==> config.mk <==
export PLATFORM = sky130hd
export DESIGN_NAME = prefixed_integer_text_parser
export DESIGN_NICKNAME = d
export VERILOG_FILES = /design/src/hdl/pitp_pkg.sv /design/src/hdl/pitp_step.sv /design/src/hdl/prefixed_integer_text_parser.sv
export SDC_FILE = /design/constraint.sdc
export NUM_CORES = 1
export LEC_CHECK = 0
export ABC_AREA = 1
export BUFFER_PORTS_ARGS = -buffer_cell sky130_fd_sc_hd__buf_2
export CAP_MARGIN = 20
export CORE_MARGIN = 5
export CORE_UTILIZATION = 47
export DETAILED_ROUTE_END_ITERATION = 12
export SLEW_MARGIN = 5
export SYNTH_ARGS = -nofsm -noshare
export SYNTH_HDL_FRONTEND = slang
export SYNTH_SLANG_ARGS = --single-unit
==> constraint.sdc <==
create_clock -name clock -period 11.2 [get_ports clock]
set_clock_uncertainty 0.05 [all_clocks]
set_input_delay 1.12 -clock clock [delete_from_list [all_inputs] [get_ports clock]]
set_output_delay 1.12 -clock clock [all_outputs]
set_load 0.05 [all_outputs]
==> src/hdl/pitp_pkg.sv <==
`default_nettype none

package pitp_pkg;

   // Signed range of the parsed value, in bits.
   localparam int VALUE_BITS = 32;
   // Width used to form the two's complement result before it is cut to 32 bits.
   localparam int VALUE_W    = (VALUE_BITS > 32) ? VALUE_BITS : 32;
   // Magnitude times the largest base (16), plus a digit, never needs more.
   localparam int PROD_BITS  = VALUE_BITS + 5;

   // Parse phases
   localparam logic [1:0] PH_LEAD   = 2'd0;
   localparam logic [1:0] PH_ZERO   = 2'd1;
   localparam logic [1:0] PH_PREFIX = 2'd2;
   localparam logic [1:0] PH_DIGITS = 2'd3;

   // Radix codes
   localparam logic [1:0] RX_BIN = 2'd0;
   localparam logic [1:0] RX_OCT = 2'd1;
   localparam logic [1:0] RX_DEC = 2'd2;
   localparam logic [1:0] RX_HEX = 2'd3;

   // Result status codes
   localparam logic [1:0] ST_OK       = 2'd0;
   localparam logic [1:0] ST_INVALID  = 2'd1;
   localparam logic [1:0] ST_OVERFLOW = 2'd2;
   localparam logic [1:0] ST_EMPTY    = 2'd3;

   // Character codes
   localparam logic [7:0] CH_TAB      = 8'd9;
   localparam logic [7:0] CH_NEWLINE  = 8'd10;
   localparam logic [7:0] CH_CR       = 8'd13;
   localparam logic [7:0] CH_SPACE    = 8'd32;
   localparam logic [7:0] CH_MINUS    = 8'd45;
   localparam logic [7:0] CH_ZERO     = 8'd48;
   localparam logic [7:0] CH_NINE     = 8'd57;
   localparam logic [7:0] CH_UPPER_A  = 8'd65;
   localparam logic [7:0] CH_UPPER_F  = 8'd70;
   localparam logic [7:0] CH_UPPER_X  = 8'd88;
   localparam logic [7:0] CH_LOWER_A  = 8'd97;
   localparam logic [7:0] CH_LOWER_B  = 8'd98;
   localparam logic [7:0] CH_LOWER_F  = 8'd102;
   localparam logic [7:0] CH_LOWER_X  = 8'd120;
   localparam logic [7:0] LOWER_BIAS  = 8'd87;   // 'a' - 10
   localparam logic [7:0] UPPER_BIAS  = 8'd55;   // 'A' - 10

   localparam logic [4:0] DIGIT_NONE  = 5'd16;
   localparam logic [4:0] DIGIT_NINE  = 5'd9;

   typedef logic [VALUE_BITS-1:0] mag_type;

   // Magnitude of the most negative value; also the clamp point.
   localparam mag_type NEG_LIMIT = mag_type'(1'b1) << (VALUE_BITS - 1);

   typedef struct packed {
      logic [1:0] phase;
      logic       neg;
      logic [1:0] radix;
      mag_type    acc;
      logic       err;
      logic       ovf;
   } parse_state_type;

   typedef struct packed {
      logic [31:0] value;
      logic [1:0]  status;
      logic [1:0]  radix;
   } result_type;

   localparam parse_state_type STATE_RESET = '{
      phase: PH_LEAD, neg: 1'b0, radix: RX_DEC, acc: '0, err: 1'b0, ovf: 1'b0
   };

   function automatic logic is_space(input logic [7:0] ch);
      return (ch == CH_SPACE) || ((ch >= CH_TAB) && (ch <= CH_CR));
   endfunction

   // 0..15, or DIGIT_NONE for anything that is not a hex digit
   function automatic logic [4:0] digit_of(input logic [7:0] ch);
      logic [7:0] d;
      d = {3'b000, DIGIT_NONE};
      if ((ch >= CH_ZERO) && (ch <= CH_NINE))
         d = ch - CH_ZERO;
      else if ((ch >= CH_LOWER_A) && (ch <= CH_LOWER_F))
         d = ch - LOWER_BIAS;
      else if ((ch >= CH_UPPER_A) && (ch <= CH_UPPER_F))
         d = ch - UPPER_BIAS;
      return d[4:0];
   endfunction

   function automatic logic [4:0] radix_base(input logic [1:0] rx);
      logic [4:0] b;
      unique case (rx)
         RX_BIN:  b = 5'd2;
         RX_OCT:  b = 5'd8;
         RX_DEC:  b = 5'd10;
         default: b = 5'd16;
      endcase
      return b;
   endfunction

endpackage

`default_nettype wire

==> src/hdl/pitp_step.sv <==
`default_nettype none

// Next-state and result logic for one character.
module pitp_step (
   input  var pitp_pkg::parse_state_type cur,
   input  var logic [7:0]                ch,
   input  var logic                      eoi,
   output var pitp_pkg::parse_state_type nxt,
   output var logic                      emit,
   output var pitp_pkg::result_type      res
);
   import pitp_pkg::*;

   logic                 space;
   logic [4:0]           digit;
   logic [PROD_BITS-1:0] acc_ext;
   logic [PROD_BITS-1:0] scaled;
   logic [PROD_BITS-1:0] sum;
   logic                 add_over;
   mag_type              add_acc;
   logic                 add_ovf;
   logic                 pos_clip;
   mag_type              mag;
   logic [VALUE_W-1:0]   mag_wide;
   logic [VALUE_W-1:0]   neg_wide;

   assign space = is_space(ch);
   assign digit = digit_of(ch);

   // acc * base + digit, the base multiply done with shifts
   always_comb begin
      acc_ext = PROD_BITS'(cur.acc);
      unique case (cur.radix)
         RX_BIN:  scaled = acc_ext << 1;
         RX_OCT:  scaled = acc_ext << 3;
         RX_DEC:  scaled = (acc_ext << 3) + (acc_ext << 1);
         default: scaled = acc_ext << 4;
      endcase
      sum      = scaled + PROD_BITS'(digit);
      add_over = sum > PROD_BITS'(NEG_LIMIT);
      if (cur.ovf) begin
         add_acc = cur.acc;
         add_ovf = 1'b1;
      end else if (add_over) begin
         add_acc = NEG_LIMIT;
         add_ovf = 1'b1;
      end else begin
         add_acc = sum[VALUE_BITS-1:0];
         add_ovf = 1'b0;
      end
   end

   // terminator result
   always_comb begin
      pos_clip = !cur.neg && (cur.acc > (NEG_LIMIT - mag_type'(1'b1)));
      mag      = pos_clip ? (NEG_LIMIT - mag_type'(1'b1)) : cur.acc;
      mag_wide = VALUE_W'(mag);
      neg_wide = VALUE_W'(0) - mag_wide;
   end

   always_comb begin
      nxt  = cur;
      emit = 1'b0;
      res  = '{value: '0, status: ST_OK, radix: cur.radix};
      if (eoi || (space && !((cur.phase == PH_LEAD) && !cur.err && (ch != CH_NEWLINE)))) begin
         emit = 1'b1;
         nxt  = STATE_RESET;
         priority if (cur.err) begin
            res.status = ST_INVALID;
         end else if (cur.phase == PH_LEAD) begin
            if (cur.neg) begin
               res.status = ST_INVALID;
            end else begin
               res.status = ST_EMPTY;
               res.radix  = RX_DEC;
            end
         end else if (cur.phase == PH_PREFIX) begin
            res.status = ST_INVALID;
         end else begin
            res.status = (cur.ovf || pos_clip) ? ST_OVERFLOW : ST_OK;
            res.value  = cur.neg ? neg_wide[31:0] : mag_wide[31:0];
         end
      end else if (!space && !cur.err) begin
         unique case (cur.phase)
            PH_LEAD: begin
               if ((ch == CH_MINUS) && !cur.neg) begin
                  nxt.neg = 1'b1;
               end else if (digit == 5'd0) begin
                  nxt.radix = RX_OCT;
                  nxt.phase = PH_ZERO;
               end else if (digit <= DIGIT_NINE) begin
                  nxt.radix = RX_DEC;
                  nxt.phase = PH_DIGITS;
                  nxt.acc   = add_acc;
                  nxt.ovf   = add_ovf;
               end else begin
                  nxt.err = 1'b1;
               end
            end
            PH_ZERO: begin
               if (ch == CH_LOWER_B) begin
                  nxt.radix = RX_BIN;
                  nxt.phase = PH_PREFIX;
               end else if ((ch == CH_LOWER_X) || (ch == CH_UPPER_X)) begin
                  nxt.radix = RX_HEX;
                  nxt.phase = PH_PREFIX;
               end else if (digit < radix_base(RX_OCT)) begin
                  nxt.phase = PH_DIGITS;
                  nxt.acc   = add_acc;
                  nxt.ovf   = add_ovf;
               end else begin
                  nxt.err = 1'b1;
               end
            end
            default: begin
               if (digit < radix_base(cur.radix)) begin
                  nxt.phase = PH_DIGITS;
                  nxt.acc   = add_acc;
                  nxt.ovf   = add_ovf;
               end else begin
                  nxt.err = 1'b1;
               end
            end
         endcase
      end
   end

endmodule

`default_nettype wire

==> src/hdl/prefixed_integer_text_parser.sv <==
// Prefixed integer text parser.
// Input stream (req_): one ASCII character per word in req_tdata; a word with
// req_tlast high marks end of text and its character is ignored. Numbers may
// be preceded by whitespace and one minus sign; prefix 0b is binary, 0x/0X
// hex, a leading 0 octal, else decimal. Whitespace or end of text ends a
// number and produces one result word.
// Result stream (rsp_): rsp_tdata carries the signed value (saturated on
// overflow, 0 on error or empty), rsp_tuser the status and the radix used.
// Throughput: one character per cycle while no result waits on a stalled
// receiver, set by the combinational state update (shift-and-add of the
// base plus a compare) between the input register and the result register.
// The terminating character is registered in the input register, and the
// result word that it causes goes into the result register, which drives
// rsp_tvalid.
// Reset (synchronous, active high) empties both registers and returns the
// parser to the leading-whitespace phase, decimal radix, zero magnitude.
// If the receiver stalls, the result word is held; characters that cause no
// result keep flowing, and input stalls only once a second result is due.
`default_nettype none

module prefixed_integer_text_parser (
   input  var logic        clock,
   input  var logic        reset,
   input  var logic        req_tvalid,
   output var logic        req_tready,
   input  var logic [7:0]  req_tdata,   // [7:0] char_code
   input  var logic        req_tlast,   // end_of_input
   output var logic        rsp_tvalid,
   input  var logic        rsp_tready,
   output var logic [31:0] rsp_tdata,   // [31:0] value
   output var logic [3:0]  rsp_tuser    // [1:0] status, [3:2] radix_used
);
   import pitp_pkg::*;

   // input register
   logic            in_vld_ff, in_vld_in;
   logic [7:0]      ch_ff, ch_in;
   logic            eoi_ff, eoi_in;

   // parser state
   parse_state_type state_ff, state_in;

   // result register
   logic            rsp_vld_ff, rsp_vld_in;
   result_type      res_ff, res_in;

   parse_state_type step_nxt;
   logic            step_emit;
   result_type      step_res;
   logic            stage_go;

   pitp_step u_step (
      .cur  (state_ff),
      .ch   (ch_ff),
      .eoi  (eoi_ff),
      .nxt  (step_nxt),
      .emit (step_emit),
      .res  (step_res)
   );

   // A character advances unless it produces a result and the result
   // register is still occupied.
   assign stage_go   = in_vld_ff && (!step_emit || !rsp_vld_ff || rsp_tready);
   assign req_tready = !in_vld_ff || stage_go;

   always_comb begin
      in_vld_in  = (req_tvalid && req_tready) || (in_vld_ff && !stage_go);
      ch_in      = (req_tvalid && req_tready) ? req_tdata : ch_ff;
      eoi_in     = (req_tvalid && req_tready) ? req_tlast : eoi_ff;
      state_in   = stage_go ? step_nxt : state_ff;
      rsp_vld_in = (stage_go && step_emit) || (rsp_vld_ff && !rsp_tready);
      res_in     = (stage_go && step_emit) ? step_res : res_ff;
   end

   always_ff @(posedge clock) begin
      if (reset) begin
         in_vld_ff  <= 1'b0;
         state_ff   <= STATE_RESET;
         rsp_vld_ff <= 1'b0;
      end else begin
         in_vld_ff  <= in_vld_in;
         state_ff   <= state_in;
         rsp_vld_ff <= rsp_vld_in;
      end
   end

   always_ff @(posedge clock) begin
      ch_ff  <= ch_in;
      eoi_ff <= eoi_in;
      res_ff <= res_in;
   end

   assign rsp_tvalid = rsp_vld_ff;
   assign rsp_tdata  = res_ff.value;
   assign rsp_tuser  = {res_ff.radix, res_ff.status};

endmodule

`default_nettype wire

Word-level counts from Yosys, hierarchy flattened:

Cells that the tools add are included.

* output and inout bits: 38
* input bits: 13
* logic and storage cells: 159
* register bits: 86

* $lt $le $gt $ge: 13
* add/sub/neg operators: 6
* reduce and logical (&&, ||, !) cells: 49
* equal/unequal tests: 22
* bitwise operators: 1
* multiplexer cells: 54

Operator list (number)
* 32-bit two-way mux: 6
* 34-bit two-way mux: 4
* 37-bit case mux with 3 select lines: 1
* 39-bit two-way mux: 2
* 34-bit case mux with 2 select lines: 1
* 37-bit by 5-bit adder with 37-bit output: 1
* 37-bit by 32-bit > comparator with 1-bit output, second input constant: 1
* 35-bit by 33-bit adder with 36-bit output: 1
* 2-bit two-way mux: 18
* 36-bit two-way mux: 1
* 32-bit by 31-bit > comparator with 1-bit output, second input constant: 1
* 1-bit by 32-bit subtractor with 32-bit output, first input constant: 1
* 5-bit two-way mux: 6
* 8-bit by 7-bit == test with 1-bit output, second input constant: 3
* 9-bit AND reduction: 2
* 8-bit by 6-bit == test with 1-bit output, second input constant: 2
* 8-bit by 7-bit greater-or-equal comparator with 1-bit output, second input constant: 2
* 8-bit by 7-bit less-or-equal comparator with 1-bit output, second input constant: 2
* 1-bit logical AND: 15
* 5-bit case mux with 3 select lines: 1
* 5-bit subtractor, second input constant: 3
* 1-bit two-way mux: 12
* 3-bit inequality test, second input constant: 4
* 6-bit AND reduction: 2
* other kinds (28): 53

Logic depth before layout (Yosys ltp):

* depth in word-level cells: 15
* depth in mapped cells: 34
* mapped depth without buffers: 33

Hierarchy:

A second synthesis with hierarchy kept.

* cells, all modules: 1768
* area total of the unflattened synthesis: 10423.7 um2

By module, submodules not included
* pitp_step: area each 7224.4 um2, cells an instance 1453, seq. area each 0.0 um2, times used 1
* prefixed_integer_text_parser: area each 3199.3 um2, cells an instance 315, seq. area each 2172.1 um2, times used 1

Least setup slack after synthesis:

No wires, ideal clock.

* kind: register -> register
* from: register ch_ff[0]
* to: register state_ff[12] (netlist name)
* stages on the path, launching flop included: 29
* data required time: 11007 ps
* library setup time: 143 ps
* buffers on the path: 2
* arrival: 3878 ps
* setup slack: 7129 ps
* period minus slack after synthesis: 4071 ps
* cell sequence: edfxtp_1 inv_1 ha_1 inv_1 nand3_1 nand2_1 or2_1 buf_2 o31ai_1 xor2_1 a21oi_1 ha_1 a21oi_1 nor2_1 nor2_1 nor2_4 nand3_2 nor2_2 nand2_1 nor2_1 nand3_1 nor2_2 nand3_1 nor3_1 xor2_1 nand2_2 buf_6 nand3_2 a21oi_2

* longest elaborated chain between the ends: 15
* elaborated cells between the ends (all ways): 65
* classes of those cells: add/sub: 4; order compare: 12; eq/ne: 12; mux: 16; reduce/logical: 21

Ends and longest elaborated chain
* start: declaration: RTL line prefixed_integer_text_parser.sv:37 `logic [7:0] ch_ff, ch_in;`
* start signal: assignment: RTL line prefixed_integer_text_parser.sv:88 `ch_ff <= ch_in;`
* 8-bit by 7-bit greater-or-equal comparator with 1-bit output / 8-bit by 7-bit less-or-equal comparator with 1-bit output (equally long branches): RTL line pitp_pkg.sv:87 `else if ((ch >= CH_UPPER_A) && (ch <= CH_UPPER_F))`
* 1-bit logical AND: RTL line pitp_pkg.sv:87
* 5-bit two-way mux: RTL line pitp_pkg.sv:87
* 5-bit two-way mux: RTL line pitp_pkg.sv:85 `else if ((ch >= CH_LOWER_A) && (ch <= CH_LOWER_F))`
* 5-bit two-way mux: RTL line pitp_pkg.sv:83 `if ((ch >= CH_ZERO) && (ch <= CH_NINE))`
* 37-bit by 5-bit adder with 37-bit output: RTL line pitp_step.sv:39 `sum = scaled + PROD_BITS'(digit);`
* 37-bit by 32-bit > comparator with 1-bit output: RTL line pitp_step.sv:40 `add_over = sum > PROD_BITS'(NEG_LIMIT);`
* 32-bit two-way mux: RTL line pitp_step.sv:44 `end else if (add_over) begin`
* 32-bit two-way mux: RTL line pitp_step.sv:41 `if (cur.ovf) begin`
* 32-bit two-way mux / 34-bit two-way mux (equally long branches): RTL line pitp_step.sv:107, pitp_step.sv:91
* 34-bit two-way mux (on tied branches): RTL line pitp_step.sv:104, pitp_step.sv:88
* 34-bit two-way mux / 36-bit two-way mux (equally long branches): RTL line pitp_step.sv:101, pitp_step.sv:86
* 34-bit case mux with 2 select lines: RTL line pitp_step.sv:84 `unique case (cur.phase)`
* 39-bit two-way mux: RTL line pitp_step.sv:83 `end else if (!space && !cur.err) begin`
* 39-bit two-way mux: RTL line pitp_step.sv:65 `if (eoi || (space && !((cur.phase == PH_LEAD) && !cur.err && (ch != CH_NEWLINE)))) begin`
* end signal: assignment: RTL line prefixed_integer_text_parser.sv:82 `state_ff <= state_in;`
* end: declaration: RTL line prefixed_integer_text_parser.sv:41 `parse_state_type state_ff, state_in;`

Several ways; a longest one is shown, not always the timed one. The select of a mux whose other input is x is not followed.
A chain may end at the register's enable or synchronous reset.

Worst setup path after layout:

* from: register ch_ff[0]
* to: register state_ff[21] (netlist name)

Same word-level chain as after synthesis.

==> qor.yml <==
grt_pass1_vias: 9367
place_ws_ns: 6.10
slew_viol_final: 0
synth.avg_cell_area_um2: 6.11
place.gp.congestion: 0.955
rows: 52
slew-limit-headroom_pct: 28.2
synthCells: 1593
synth_common_cells: "nand2_1 (452), inv_1 (219), nor2_1 (211), nand3_1 (109), a21oi_1 (98)"
die_w_um: 154
vdd_drop_max_uv: 73.3
final_core_util_pct: 51.3
power_per_cell_area_nw_per_um2: 79.7
cts_buffer_depth: 2
tns_ns: 0
drc: 0
antennaDiodeCount: 0
drtPass1Iterations: 6
clk_pin_slew_ns: 0.06
cp_max_fo: 32
io_pins: 51
fillers: 2154
track_usage_pct: 23.6
die-area_um2: 23700
period_needed_ns: 5.15
yosysMostFrequentCell: "nand2_1"
layout.nets: 1674
status: "finished clean"
design_power_total_mw: 0.829
seq_area_frac_synth_pct: 22.3
routedWlPerCell_um: 15.0
synth_area_leaders: "nand2_1 (17%), edfxtp_1 (14%), inv_1 (8.4%)"
ys_types: 53
finalHoldViolations: 0
fmax_mhz: 194
cts.htree.levels: 3
synth_nets: 1653
overflow: 0
rsz0062_at_grt: "no"
yosysWarnings: 0
syn_area_um2: 9730
yosys.area.top_type: "nand2_1"
post-route-period-util_pct: 46.0
dp.cells: 1871
maxCapViolCount: 0
clk_latency_ns: 0.34
grt_pass1_wl_um: 47000
critPathArrivalTime_ns: 5.30
antenna_found_initial: 0
critical_path_class: "reg2reg"
drtAntennaViolNets: 0
viasPerCell: 5.37
synthFlopType: "edfxtp_1"
cts_root_buf: "clkbuf_16"
cp.required_ns: 11.34
core_region_area_um2: 20300
leakage_nw: 4.96
synth_edf_count: 45
die_y_um: 154
end_kind: "flop"
setup_viol: 0
grt_max_degree: 39
fin_cells: 1889
hp-class: "reg2reg"
drive_gt1_share_pct: 13.6
clock_sinks: 86
routed_wl_um: 28400
post_cts_resized: 0
cts_tree: "done"
synth_top_area_share_pct: 17.4
syn2layout_area_growth_pct: 6.89
cts_hold_buf: 0
start_kind: "flop"
ys_ff_latch: 86
post_cts_buffers: 0
setup_slack_ns: 6.05
cts_buffers: 9
max_slew.worst_pin.slew_ns: 1.07
port_buffers: 50
routed-via-count: 10100
drtIter0Drc: 683
hpwl_um: 22500
initial_core_util_pct: 47.9
async_flop_share_pct: 0
cell families (layout without fill, tap and decap cells):
kind of cell / Yosys count / in the layout / share of synthesized area, %
AND/OR/NAND/NOR: 925 / 925 / 43.2
buffers and inverters: 295 / 321 / 12.3
adder cells (fa/ha/maj): 47 / 47 / 6.20
AO/OA/AOI/OAI: 234 / 234 / 15.5
flip-flops: 86 / 86 / 22.3
XOR/XNOR: 6 / 6 / 0.540
layout by cell type (no fill, tap or decap), types with 10 or more instances in the layout:
master / instances
buf_2: 50
nand4_1: 26
edfxtp_1: 45
o21ai_0: 34
nand2_1: 452
ha_1: 45
dfxtp_1: 41
nand2_2: 15
nor2_1: 209
nand3_1: 109
nor2_2: 19
a21oi_2: 35
inv_1: 219
a221oi_1: 25
inv_2: 23
a21oi_1: 98
nand3_2: 34
nor3_1: 27
nor2_4: 10
sequential cells by signal, summed over array words and instances (netlist names):
| name | count |
|---|---|
| eoi_ff | 1 |
| state_ff | 39 |
| rsp_tuser | 4 |
| rsp_tdata | 32 |
| rsp_tvalid | 1 |
| ch_ff | 8 |
| in_vld_ff | 1 |
per-stage QoR:
step	hold slack (ns)	cell area [um2]
5_1_grt	0.480	10400
4_1_cts	0.439	10400
3_5_place_dp	0.430	10100
6_report	0.436	10400
2_1_floorplan	0.401	9730
3_3_place_gp	0.421	10100
critical path: stages (launching register included):
cell and delay, ns:
edfxtp_1 0.44, inv_1 0.17, ha_1 0.23, inv_1 0.07
nand3_1 0.07, nand2_1 0.05, or2_1 0.27, o31ai_1 0.11
xor2_1 0.26, a21oi_1 0.12, ha_1 0.37, a21oi_1 0.08
nor2_1 0.09, nor2_1 0.08, nor2_4 0.11, nand3_2 0.11
nor2_2 0.13, nand2_1 0.09, nor2_1 0.20, nand3_1 0.21
nor2_2 0.21, nand3_1 0.12, nor3_1 0.19, xor2_1 0.24
nand2_2 0.54, nand3b_1 0.29, a21oi_1 0.09
per-layer routing:
metal | up-vias | global-route usage (%) | routed length [um]
li1 | 5238 | - | -
met1 | 4647 | 31.5 | 13000
met2 | 214 | 41.0 | 13600
met3 | 42 | 2.92 | 1210
met4 | 0 | 5.55 | 547
met5 | - | 0 | 0
report_power, final:
group          internal (mW)  switching (mW)
sequential             0.339         0.00806
clock                  0.156           0.117
combinational         0.0563           0.153
total                  0.551           0.278
worst paths after layout:
path,start,to,slack [ns],cells after the start
min reg2reg,state_ff[0],state_ff[0],0.44,2
max reg2reg,ch_ff[0],state_ff[21],6.05,26
min,state_ff[0],state_ff[0],0.44,2
max,ch_ff[0],state_ff[21],6.05,26
cell type report:
type | instances | area (um2) | share of cell area [%]
clock inverters | 2 | 10.0 | 0.0962
repair buffers | 59 | 333 | 3.20
inverters | 246 | 923 | 8.88
multi-input cells | 1212 | 6370 | 61.3
well taps | 270 | 338 | 3.25
flip-flops and latches | 86 | 2170 | 20.9
clock buffers | 14 | 254 | 2.44
No activity file was read; power rests on OpenSTA's default activity.
